**src/rtl/lsdg_pkg.sv**
```systemverilog
// ----------------------------------------------------------------------------
// lsdg_pkg
// Shared widths, register indexes, switch positions and types for the
// limit switch debounce guard.
// ----------------------------------------------------------------------------
`default_nettype none

package lsdg_pkg;

  localparam int unsigned NUM_SWITCHES = 4;
  localparam int unsigned CNT_W        = 8;
  localparam int unsigned PERIOD_W     = 16;
  localparam int unsigned CFG_ADDR_W   = 2;
  localparam int unsigned CFG_DATA_W   = 16;
  localparam int unsigned IN_DATA_W    = 8;
  localparam int unsigned OUT_DATA_W   = 16;

  // configuration register indexes
  localparam logic [CFG_ADDR_W-1:0] CFG_THRESHOLD = 2'd0;
  localparam logic [CFG_ADDR_W-1:0] CFG_PERIOD    = 2'd1;
  localparam logic [CFG_ADDR_W-1:0] CFG_HB_EN     = 2'd2;

  // reset values of the configuration registers
  localparam logic [CNT_W-1:0]    THRESHOLD_RST = 8'd6;
  localparam logic [PERIOD_W-1:0] PERIOD_RST    = 16'd100;

  // bit positions of the switches in switch_levels
  localparam int unsigned SW_V_UP    = 0;
  localparam int unsigned SW_V_DOWN  = 1;
  localparam int unsigned SW_H_RIGHT = 2;
  localparam int unsigned SW_H_LEFT  = 3;

  // per-switch status after one tick
  typedef struct packed {
    logic active;
    logic hit;
  } chan_status_t;

endpackage

`default_nettype wire

```
**src/rtl/lsdg_debounce_chan.sv**
```systemverilog
// ----------------------------------------------------------------------------
// lsdg_debounce_chan
// One switch: saturating count of consecutive pressed ticks and the latched
// trigger flag. Reports the flag and hit event of the tick being stepped.
// ----------------------------------------------------------------------------
`default_nettype none

module lsdg_debounce_chan (
  input  wire logic                      clk,
  input  wire logic                      rst_n,
  input  wire logic                      step,
  input  wire logic                      pressed,
  input  wire logic [lsdg_pkg::CNT_W-1:0] threshold,
  output lsdg_pkg::chan_status_t         status
);

  logic [lsdg_pkg::CNT_W-1:0] cnt_r, cnt_nxt, cnt_inc;
  logic                       flag_r, flag_nxt;
  logic                       hit;

  assign cnt_inc = cnt_r + lsdg_pkg::CNT_W'(1);

  always_comb begin
    cnt_nxt  = cnt_r;
    flag_nxt = flag_r;
    hit      = 1'b0;
    if (pressed) begin
      // counter only increments while below the threshold, so the increment cannot wrap
      if (cnt_r < threshold) begin
        cnt_nxt = cnt_inc;
        if (cnt_inc == threshold) begin
          hit      = 1'b1;
          flag_nxt = 1'b1;
        end
      end
    end else begin
      cnt_nxt  = '0;
      flag_nxt = 1'b0;
    end
  end

  always_ff @(posedge clk) begin
    if (!rst_n) begin
      cnt_r  <= '0;
      flag_r <= 1'b0;
    end else if (step) begin
      cnt_r  <= cnt_nxt;
      flag_r <= flag_nxt;
    end
  end

  assign status.active = flag_nxt;
  assign status.hit    = hit;

endmodule

`default_nettype wire

```
**src/rtl/limit_switch_debounce_guard.sv**
```systemverilog
// ----------------------------------------------------------------------------
// limit_switch_debounce_guard
// Debounces four active-low limit switches, raises stop and status signals
// and gives per-direction movement permission.
// ----------------------------------------------------------------------------
// path: an accepted item passes the input reg, then the result reg
// throughput: one item per cycle while the result register is not stalled; all counters update in a single pass
// a stalled result register holds its item while one more waits in the input reg
// reset: synchronous active low; counters, flags, heartbeat and valids clear,
// registers return to threshold 6, period 100, heartbeat off
`default_nettype none

module limit_switch_debounce_guard (
  input  wire logic                             clk,
  input  wire logic                             rst_n,
  // configuration
  input  wire logic                             cfg_we,
  input  wire logic [lsdg_pkg::CFG_ADDR_W-1:0]  cfg_addr,
  input  wire logic [lsdg_pkg::CFG_DATA_W-1:0]  cfg_wdata,
  // input items
  input  wire logic                             in_tvalid,
  output logic                                  in_tready,
  // [3:0] switch_levels, [4] h_moving_left, [5] v_moving_down, [7:6] zero
  input  wire logic [lsdg_pkg::IN_DATA_W-1:0]   in_tdata,
  // result items
  output logic                                  out_tvalid,
  input  wire logic                             out_tready,
  // [3:0] limit_active, [7:4] limit_hit_event, [8] stop_calibration,
  // [9] stop_horizontal, [10] stop_vertical, [11] status_report,
  // [12] move_left_allowed, [13] move_right_allowed,
  // [14] move_up_allowed, [15] move_down_allowed
  output logic [lsdg_pkg::OUT_DATA_W-1:0]       out_tdata
);

  localparam int unsigned NSW = lsdg_pkg::NUM_SWITCHES;

  // configuration registers
  logic [lsdg_pkg::CNT_W-1:0]    threshold_r;
  logic [lsdg_pkg::PERIOD_W-1:0] period_r;
  logic                          hb_en_r;

  always_ff @(posedge clk) begin
    if (!rst_n) begin
      threshold_r <= lsdg_pkg::THRESHOLD_RST;
      period_r    <= lsdg_pkg::PERIOD_RST;
      hb_en_r     <= 1'b0;
    end else if (cfg_we) begin
      unique case (cfg_addr)
        lsdg_pkg::CFG_THRESHOLD: threshold_r <= cfg_wdata[lsdg_pkg::CNT_W-1:0];
        lsdg_pkg::CFG_PERIOD:    period_r    <= cfg_wdata[lsdg_pkg::PERIOD_W-1:0];
        lsdg_pkg::CFG_HB_EN:     hb_en_r     <= cfg_wdata[0];
        default: ;
      endcase
    end
  end

  // input register
  logic                 in_valid_r;
  logic [NSW-1:0]       levels_r;
  logic                 left_r, down_r;
  logic                 advance;

  assign advance   = in_valid_r && (!out_tvalid || out_tready);
  assign in_tready = !in_valid_r || advance;

  always_ff @(posedge clk) begin
    if (!rst_n) begin
      in_valid_r <= 1'b0;
    end else if (in_tready) begin
      in_valid_r <= in_tvalid;
    end
  end

  always_ff @(posedge clk) begin
    if (in_tvalid && in_tready) begin
      levels_r <= in_tdata[NSW-1:0];
      left_r   <= in_tdata[NSW];
      down_r   <= in_tdata[NSW+1];
    end
  end

  // per-switch debounce
  lsdg_pkg::chan_status_t chan_st [NSW];
  logic [NSW-1:0]         active, hits;

  for (genvar g = 0; g < NSW; g++) begin : g_chan
    lsdg_debounce_chan u_chan (
      .clk       (clk),
      .rst_n     (rst_n),
      .step      (advance),
      .pressed   (!levels_r[g]),
      .threshold (threshold_r),
      .status    (chan_st[g])
    );
    assign active[g] = chan_st[g].active;
    assign hits[g]   = chan_st[g].hit;
  end

  // heartbeat
  logic [lsdg_pkg::PERIOD_W-1:0] hb_ticks_r, hb_ticks_nxt, hb_inc;
  logic                          hb_elapsed;

  assign hb_inc = hb_ticks_r + lsdg_pkg::PERIOD_W'(1);

  always_comb begin
    hb_ticks_nxt = hb_ticks_r;
    hb_elapsed   = 1'b0;
    if (hb_en_r) begin
      if (hb_inc >= period_r) begin
        hb_ticks_nxt = '0;
        hb_elapsed   = 1'b1;
      end else begin
        hb_ticks_nxt = hb_inc;
      end
    end
  end

  always_ff @(posedge clk) begin
    if (!rst_n) begin
      hb_ticks_r <= '0;
    end else if (advance) begin
      hb_ticks_r <= hb_ticks_nxt;
    end
  end

  // result assembly
  logic stop_h, stop_v, report;

  assign stop_h = (hits[lsdg_pkg::SW_H_LEFT] && left_r)
               || (hits[lsdg_pkg::SW_H_RIGHT] && !left_r);
  assign stop_v = (hits[lsdg_pkg::SW_V_DOWN] && down_r)
               || (hits[lsdg_pkg::SW_V_UP] && !down_r);
  assign report = hb_elapsed && (|active);

  logic [lsdg_pkg::OUT_DATA_W-1:0] result;

  assign result = {!active[lsdg_pkg::SW_V_DOWN],
                   !active[lsdg_pkg::SW_V_UP],
                   !active[lsdg_pkg::SW_H_RIGHT],
                   !active[lsdg_pkg::SW_H_LEFT],
                   report, stop_v, stop_h, |hits,
                   hits, active};

  // result register
  logic                            out_valid_r;
  logic [lsdg_pkg::OUT_DATA_W-1:0] out_data_r;

  always_ff @(posedge clk) begin
    if (!rst_n) begin
      out_valid_r <= 1'b0;
    end else if (advance) begin
      out_valid_r <= 1'b1;
    end else if (out_tready) begin
      out_valid_r <= 1'b0;
    end
  end

  always_ff @(posedge clk) begin
    if (advance) begin
      out_data_r <= result;
    end
  end

  assign out_tvalid = out_valid_r;
  assign out_tdata  = out_data_r;

`ifndef SYNTHESIS
  // a hit always comes with its flag latched in the same result
  a_hit_latched: assert property (@(posedge clk) disable iff (!rst_n)
    out_tvalid |-> ((out_tdata[7:4] & ~out_tdata[3:0]) == 4'b0000))
    else $error("hit event without latched flag");

  // an axis stop needs the calibration stop, that is a hit on some switch
  a_stop_needs_hit: assert property (@(posedge clk) disable iff (!rst_n)
    out_tvalid && (out_tdata[9] || out_tdata[10]) |-> out_tdata[8])
    else $error("axis stop without calibration stop");

  // status report only with heartbeat on and a limit active
  a_report_cause: assert property (@(posedge clk) disable iff (!rst_n)
    out_tvalid && out_tdata[11] |-> hb_en_r && (out_tdata[3:0] != 4'b0000))
    else $error("status report without cause");

  // the input side only stalls while an item waits in the input register
  a_stall_cause: assert property (@(posedge clk) disable iff (!rst_n)
    !in_tready |-> in_valid_r && out_tvalid && !out_tready)
    else $error("input stalled without a pending item");
`endif

endmodule

`default_nettype wire

```
**config.mk**
```make
export PLATFORM = sky130hd
export DESIGN_NAME = limit_switch_debounce_guard
export DESIGN_NICKNAME = d
export VERILOG_FILES = /design/src/rtl/lsdg_pkg.sv /design/src/rtl/lsdg_debounce_chan.sv /design/src/rtl/limit_switch_debounce_guard.sv
export SDC_FILE = /design/constraint.sdc
export NUM_CORES = 1
export LEC_CHECK = 0
export ABC_CLOCK_PERIOD_IN_PS = 3800
export BUFFER_PORTS_ARGS = -buffer_cell sky130_fd_sc_hd__buf_2
export CAP_MARGIN = 20
export CORE_ASPECT_RATIO = 1.25
export CORE_MARGIN = 2
export CORE_UTILIZATION = 55
export CTS_BUF_LIST = sky130_fd_sc_hd__clkbuf_4 sky130_fd_sc_hd__clkbuf_8
export DETAILED_ROUTE_END_ITERATION = 8
export PLACE_DENSITY_LB_ADDON = 0.1
export REMOVE_ABC_BUFFERS = 1
export SYNTH_ARGS = -nofsm -noshare
export SYNTH_HDL_FRONTEND = slang
export SYNTH_SLANG_ARGS = --single-unit
```
**constraint.sdc**
```tcl
create_clock -name clk -period 3.8 [get_ports clk]
set_clock_uncertainty 0.2 [all_clocks]
set_input_delay 0.76 -clock clk [delete_from_list [all_inputs] [get_ports clk]]
set_output_delay 0.76 -clock clk [all_outputs]
set_load 0.005 [all_outputs]
```
==> out/qor.csv, run 1 <==
metric,value,unit
CP Depth,12,
post-synth cell types,71,
Tcrit/Tclk final,0.928,
Hold Path Depth,2,
FMAX,284,MHz
Max-Cap Viols,0,
Synth async-reset ratio,0,
critical-path cell list,"ha_2, and3_1, and3_1, nand3_1, xnor2_1, ha_1, nand4_1, or4_1, o221ai_1, buf_4, nor4_1, a221o_1",
Buf/Inv on CP,1,
drt total wl,15.7,mm
H-tree depth,3,
FF+latch area,0.00224,sq mm
most frequent CP cell,and3_1,
Slew HR,0.524,
"commonest non-fill, non-tap cell in the layout",dfxtp_1,
Mapped Cells,726,
number of synthesized flops with an enable pin,22,
Final min period,3.53,ns
average cell area after synthesis,8.65,sq um
# IOs,49,
largest net degree at the start of global routing,59,
critical path endpoint,hb_ticks_r[2]$_SDFFE_PN0P_,
worst reg2reg setup slack,0.27,ns
most frequent cells in the layout,"dfxtp_1 (78), a21oi_1 (64), nand2_1 (64)",
input/output buffers,46,
Skew-Pair Late Insertion Delay,0.38,ns
CTS tree,yes,
hpwl dp,11.4,mm
critical path launch point type,flip-flop,
# setup viols final,0,
Max Slew Vio Count,0,
core area,0.0111,sq mm
Final Core Density,0.609,
Critical Path AT,3.60,ns
status,"complete, no violations",
ANT cells,0,
worst setup path start,hb_ticks_r[0]$_SDFFE_PN0P_,
Pre-antenna DRT Iters,4,
area share of the largest cell type after synthesis,0.252,
Final Instance Count excl. Fillers,895,
fillers,1006,
PD cells,310,mW/mm^2
"Seq/Total Area, Yosys",0.357,
initial antenna violation count,0,
Hold WC Path Type,flip-flop to flip-flop,
crit-path max cell delay,0.52,ns
area delta synth->final,8.03,%
Num CTS Buffers,9,
Yosys top cell by area,dfxtp_1,
Cell Rows,43,
largest cells by area after synthesis,"dfxtp_1 (25%), ha_1 (11%), edfxtp_1 (11%)",
"Reg clk slew, reported paths",0.10,ns
Die Wd,99.6,um
vias in the first global route,5405,
area of the multi-input gates,0.00366,sq mm
Register-to-Register Path Depth,12,
first-pass GRT wire length,25.8,mm
r2r endpoint,hb_ticks_r[2]$_SDFFE_PN0P_,
routed vias/inst,6.13,
Post-DRT Antenna Nets,0,
vias,5486,
Clock Sinks,101,
Final Hold Fails,0,
placed cell count,879,
# hold bufs at CTS,0,
cell leakage power,2.73,nW
RSZ-0062 raised after global routing,no,
CP Capture Type,flip-flop,
setup_tns,0,ns
critical path's slowest cell,or4_1,
gr usage total,0.263,
Die Area,0.0123,sq mm
clk root buf,clkbuf_8,
Crit Path Category,flip-flop to flip-flop,
Worst-Margin Slew,0.715,ns
Syn. warnings,0,
family with the most delay on the worst path,simple AND/OR/NAND/NOR gates,
Die Ht,123,um
per-cell routed wire length,17.5,um
peak supply drop,0.000225,V
ys flop type,dfxtp_1,
DRC,0,
RR Startpoint,hb_ticks_r[0]$_SDFFE_PN0P_,
clock buffer depth,2,
Initial Utilization,0.564,
#FFs+latches synth,101,
"Data required, critical path",3.87,ns
Final #Nets,839,
Crit Path Max Fanout,10,
Starting DRT DRC Count,324,
total grt overflow,0,
Placer Congestion,0.881,
ratio of cells with drive above 1 in the final layout,0.117,
cell area after synthesis,0.00628,sq mm
-- registers in the layout, indices dropped and copies added (netlist names), 4 cells and up --
name,count
out_tdata,16
hb_ticks_r,16
period_r,16
levels_r,4
g_chan.u_chan.flag_r,4
threshold_r,8
g_chan.u_chan.cnt_r,32
-- worst min path at each step --
stage                                    startpoint                   endpoint  slack [ns]
after floorplan           period_r[10]$_SDFFE_PN0P_  period_r[10]$_SDFFE_PN0P_        0.24
after global placement    period_r[15]$_SDFFE_PN0P_  period_r[15]$_SDFFE_PN0P_        0.25
after detailed placement   period_r[3]$_SDFFE_PN0P_   period_r[3]$_SDFFE_PN0P_        0.25
after CTS                  period_r[3]$_SDFFE_PN0P_   period_r[3]$_SDFFE_PN0P_        0.27
after global routing       period_r[9]$_SDFFE_PN0P_   period_r[9]$_SDFFE_PN0P_        0.29
final                     period_r[14]$_SDFFE_PN0P_  period_r[14]$_SDFFE_PN0P_        0.26
-- logic make-up (layout without fill, tap and decap cells) --
group                    after synthesis  count (layout)  synth area share
AND/OR/NAND/NOR                      238             238             0.196
AO/OA/AOI/OAI                        191             191             0.198
flip-flops                           101             101             0.357
buffers and inverters                 85             119            0.0604
adder cells (fa/ha/maj)               53              53             0.106
XOR/XNOR                              44              44            0.0614
multiplexers                          14              14            0.0223
-- metrics by stage --
step / area, sq um / setup WS [ns] / hold slack, ns / power [mW]
2_1_floorplan: 6080 / -0.0765 / 0.236 / 1.27
4_1_cts: 6780 / 0.129 / 0.265 / 2.12
6_report: 6790 / 0.273 / 0.259 / 2.10
3_5_place_dp: 6550 / 0.151 / 0.251 / 1.35
5_1_grt: 6790 / 0.0274 / 0.291 / 2.18
3_3_place_gp: 6550 / 0.212 / 0.245 / 1.34
-- power by group --
| group | total, mW | leakage [nW] | switching (mW) | internal, mW |
|---|---|---|---|---|
| Sequential | 1.15 | 0.838 | 0.0274 | 1.12 |
| Combinational | 0.178 | 1.78 | 0.109 | 0.0689 |
| Clock | 0.780 | 0.108 | 0.394 | 0.385 |
-- metal layers --
layer,global-route usage,share of wire,wire (um),vias to the layer above
li1,-,-,-,2687
met4,0.110,0.027,428,0
met3,0.0413,0.044,688,28
met1,0.318,0.42,6630,2644
met2,0.467,0.51,7930,127
met5,0,0,0,-
-- layout make-up --
cell class              count  area share
repair buffers             56      0.0450
clock inverters             6      0.0140
well taps                 135      0.0249
inverters                  47      0.0260
flip-flops and latches    101       0.331
multi-input cells         540       0.540
clock buffers              10      0.0194
-- synth_stat cells (5+ instances only) --
library cell  instances
xor2_1               13
buf_4                 5
nor2_1               47
dfxtp_1              79
inv_1                46
buf_2                11
a21oi_1              64
a221o_1               5
nand3_1              28
o21a_1                9
nand3b_1              7
a22o_1                8
a211oi_1              7
xnor2_1              31
o21ai_0              42
nor2b_1               5
nand2_1              64
o211ai_1             10
or3_1                11
a21o_1                5
clkbuf_1             14
nor4_1                6
and3_1               14
ha_1                 53
mux2i_1              14
and2_1                5
edfxtp_1             22
nor3_1               11
a31oi_1              11
nand4_1              13
-- timing repair --
action | CTS | global route
endpoints found under the setup margin | 0 | 13
gates resized for setup | 0 | 3
setup buffers | 0 | 0
-- worst reg2reg max path: stages (launching register included) --
cell	delay, ns
dfxtp_1	0.44
ha_2	0.27
and3_1	0.25
and3_1	0.21
nand3_1	0.14
xnor2_1	0.16
ha_1	0.30
nand4_1	0.09
or4_1	0.52
o221ai_1	0.25
buf_4	0.25
nor4_1	0.07
a221o_1	0.27
(Power assumes the default switching activity.)
==> run 2, diff against run 1 <==
--- a/config.mk
+++ b/config.mk
@@ -5,6 +5,7 @@
 export SDC_FILE = /design/constraint.sdc
 export NUM_CORES = 1
 export LEC_CHECK = 0
+export ABC_AREA = 1
 export ABC_CLOCK_PERIOD_IN_PS = 3800
 export BUFFER_PORTS_ARGS = -buffer_cell sky130_fd_sc_hd__buf_2
 export CAP_MARGIN = 20
==> out/qor.csv, run 2 <==
metric,value,unit
area delta synth->final,8.80,%
most numerous cell in the Yosys netlist,nand2_1,
Post-DRT Antenna Nets,0,
Mapped Cells,889,
Tcrit/Tclk final,0.854,
Yosys top cell by area,dfxtp_1,
post-CTS setup buffers,0,
initial antenna violation count,0,
hpwl dp,11.9,mm
most frequent CP cell,nand3_1,
number of synthesized flops with an enable pin,22,
crit-path max cell delay,0.43,ns
Final min period,3.24,ns
"Reg clk slew, reported paths",0.11,ns
# hold bufs at CTS,0,
post-CTS sizing,0,
RSZ-0062 raised after global routing,no,
largest net degree at the start of global routing,54,
DRC,0,
Final #Nets,1016,
status,"complete, no violations",
Final Core Density,0.617,
Critical Path AT,3.35,ns
Crit Path Max Fanout,15,
post-synth cell types,32,
Starting DRT DRC Count,249,
most common library cells after synthesis,"nand2_1 (193), inv_1 (115), nand3_1 (99), a21oi_1 (96), dfxtp_1 (79)",
critical-path cell list,"ha_1, nand2_1, nor2_1, nand3_1, inv_1, nand3_1, xor2_1, ha_1, nand2_1, inv_1, nand3_1, inv_1, a21oi_1, nand3_1, inv_1, nand3_1, a21oi_1",
input/output buffers,46,
FMAX,308,MHz
H-tree depth,3,
Num CTS Buffers,9,
average cell area after synthesis,7.10,sq um
"Data required, critical path",3.90,ns
drt total wl,16.1,mm
area share of the largest cell type after synthesis,0.250,
#FFs+latches synth,101,
core area,0.0111,sq mm
first-pass GRT wire length,26.4,mm
CTS tree,yes,
vias,5940,
"Seq/Total Area, Yosys",0.355,
ANT cells,0,
total grt overflow,0,
setup_tns,0,ns
Clock Sinks,101,
Placer Congestion,0.889,
family with the most delay on the worst path,simple AND/OR/NAND/NOR gates,
critical path's slowest cell,dfxtp_1,
Initial Utilization,0.567,
per-cell routed wire length,15.0,um
PD cells,338,mW/mm^2
"Most flops, register",g_chan.u_chan.cnt_r,
Buf/Inv on CP,4,
Cell Rows,43,
vias in the first global route,5657,
gr usage total,0.270,
largest cells by area after synthesis,"dfxtp_1 (25%), nand2_1 (11%), ha_1 (11%)",
Final Instance Count excl. Fillers,1072,
ratio of cells with drive above 1 in the final layout,0.123,
Max-Cap Viols,0,
peak supply drop,0.000193,V
Pre-antenna DRT Iters,5,
CP Capture Type,flip-flop,
Slew HR,0.385,
routed vias/inst,5.54,
max FFs per register,32,
cell leakage power,3.02,nW
clk root buf,clkbuf_8,
Die Area,0.0124,sq mm
Max Slew Vio Count,0,
placed cell count,1056,
Die Wd,99.8,um
clock buffer depth,2,
Final Hold Fails,0,
cell area after synthesis,0.00631,sq mm
Synth async-reset ratio,0,
Syn. warnings,0,
Skew-Pair Late Insertion Delay,0.38,ns
# IOs,49,
Die Ht,124,um
"commonest non-fill, non-tap cell in the layout",nand2_1,
most frequent cells in the layout,"nand2_1 (193), inv_1 (115), nand3_1 (99)",
# setup viols final,0,
Hold WC Path Type,flip-flop to flip-flop,
Worst Hold Slack,0.268,ns
critical path launch point type,flip-flop,
ys flop type,dfxtp_1,
Crit Path Category,flip-flop to flip-flop,
Worst-Margin Slew,0.919,ns
-- run 2: cell count changes in the layout (fill, tap and decap cells not counted), moves of 9 or more --
cell / delta
nand2_1: +129
nand3_1: +71
inv_1: +70
a21oi_1: +32
xnor2_1: -31
o21ai_0: +22
and3_1: -14
mux2i_1: -14
nand2_2: +13
nor2_1: +12
a31oi_1: -11
or3_1: -11
nand4_1: -9
-- run 2: power breakdown --
group	leakage, nW	switching, mW	internal [mW]
combinational	2.08	0.256	0.146
clock	0.0981	0.436	0.260
sequential	0.845	0.0663	1.15
-- run 2: tightest hold or removal path, delay by kind of cell (launching register included) --
family	cells	cell delay (ns)
flops	1	0.31
buf+inv	1	0.06
compound gates	1	0.06
-- run 2: metrics by stage --
stage                     setup WS, ns  total power, mW  cell area (sq um)
final                            0.556             2.32               6870
after global placement           0.681             1.62               6670
after detailed placement         0.621             1.64               6670
after CTS                        0.550             2.32               6870
after global routing             0.201             2.45               6870
after floorplan                   1.09             1.51               6230
-- run 2: logic make-up after synthesis --
family | count (synthesis) | share of synthesized area
buffers and inverters | 139 | 0.0840
adder cells (fa/ha/maj) | 53 | 0.105
XOR/XNOR | 9 | 0.0125
AO/OA/AOI/OAI | 182 | 0.153
AND/OR/NAND/NOR | 405 | 0.291
flip-flops | 101 | 0.355
-- run 2: worst paths after layout --
kind,startpoint,slack (ns),depth (start not counted),end
worst min-delay path,period_r[9]$_SDFFE_PN0P_,0.27,2,period_r[9]$_SDFFE_PN0P_
worst min register to register,period_r[9]$_SDFFE_PN0P_,0.27,2,period_r[9]$_SDFFE_PN0P_
worst max-delay path,hb_ticks_r[0]$_SDFFE_PN0P_,0.56,17,hb_ticks_r[9]$_SDFFE_PN0P_
worst max register to register,hb_ticks_r[0]$_SDFFE_PN0P_,0.56,17,hb_ticks_r[9]$_SDFFE_PN0P_
-- run 2: cell type report --
| class | count | area, sq um |
|---|---|---|
| well taps | 135 | 169 |
| flip-flops and latches | 101 | 2240 |
| fillers | 1067 | 4270 |
| clock inverters | 7 | 75.1 |
| inverters | 120 | 450 |
| repair buffers | 51 | 268 |
| clock buffers | 9 | 124 |
| multi-input cells | 649 | 3540 |
-- run 2: metal layers --
layer | track usage | share of wire
met4 | 0.0925 | 0.026
met5 | 0 | 0
met3 | 0.0398 | 0.041
met2 | 0.488 | 0.50
met1 | 0.327 | 0.43
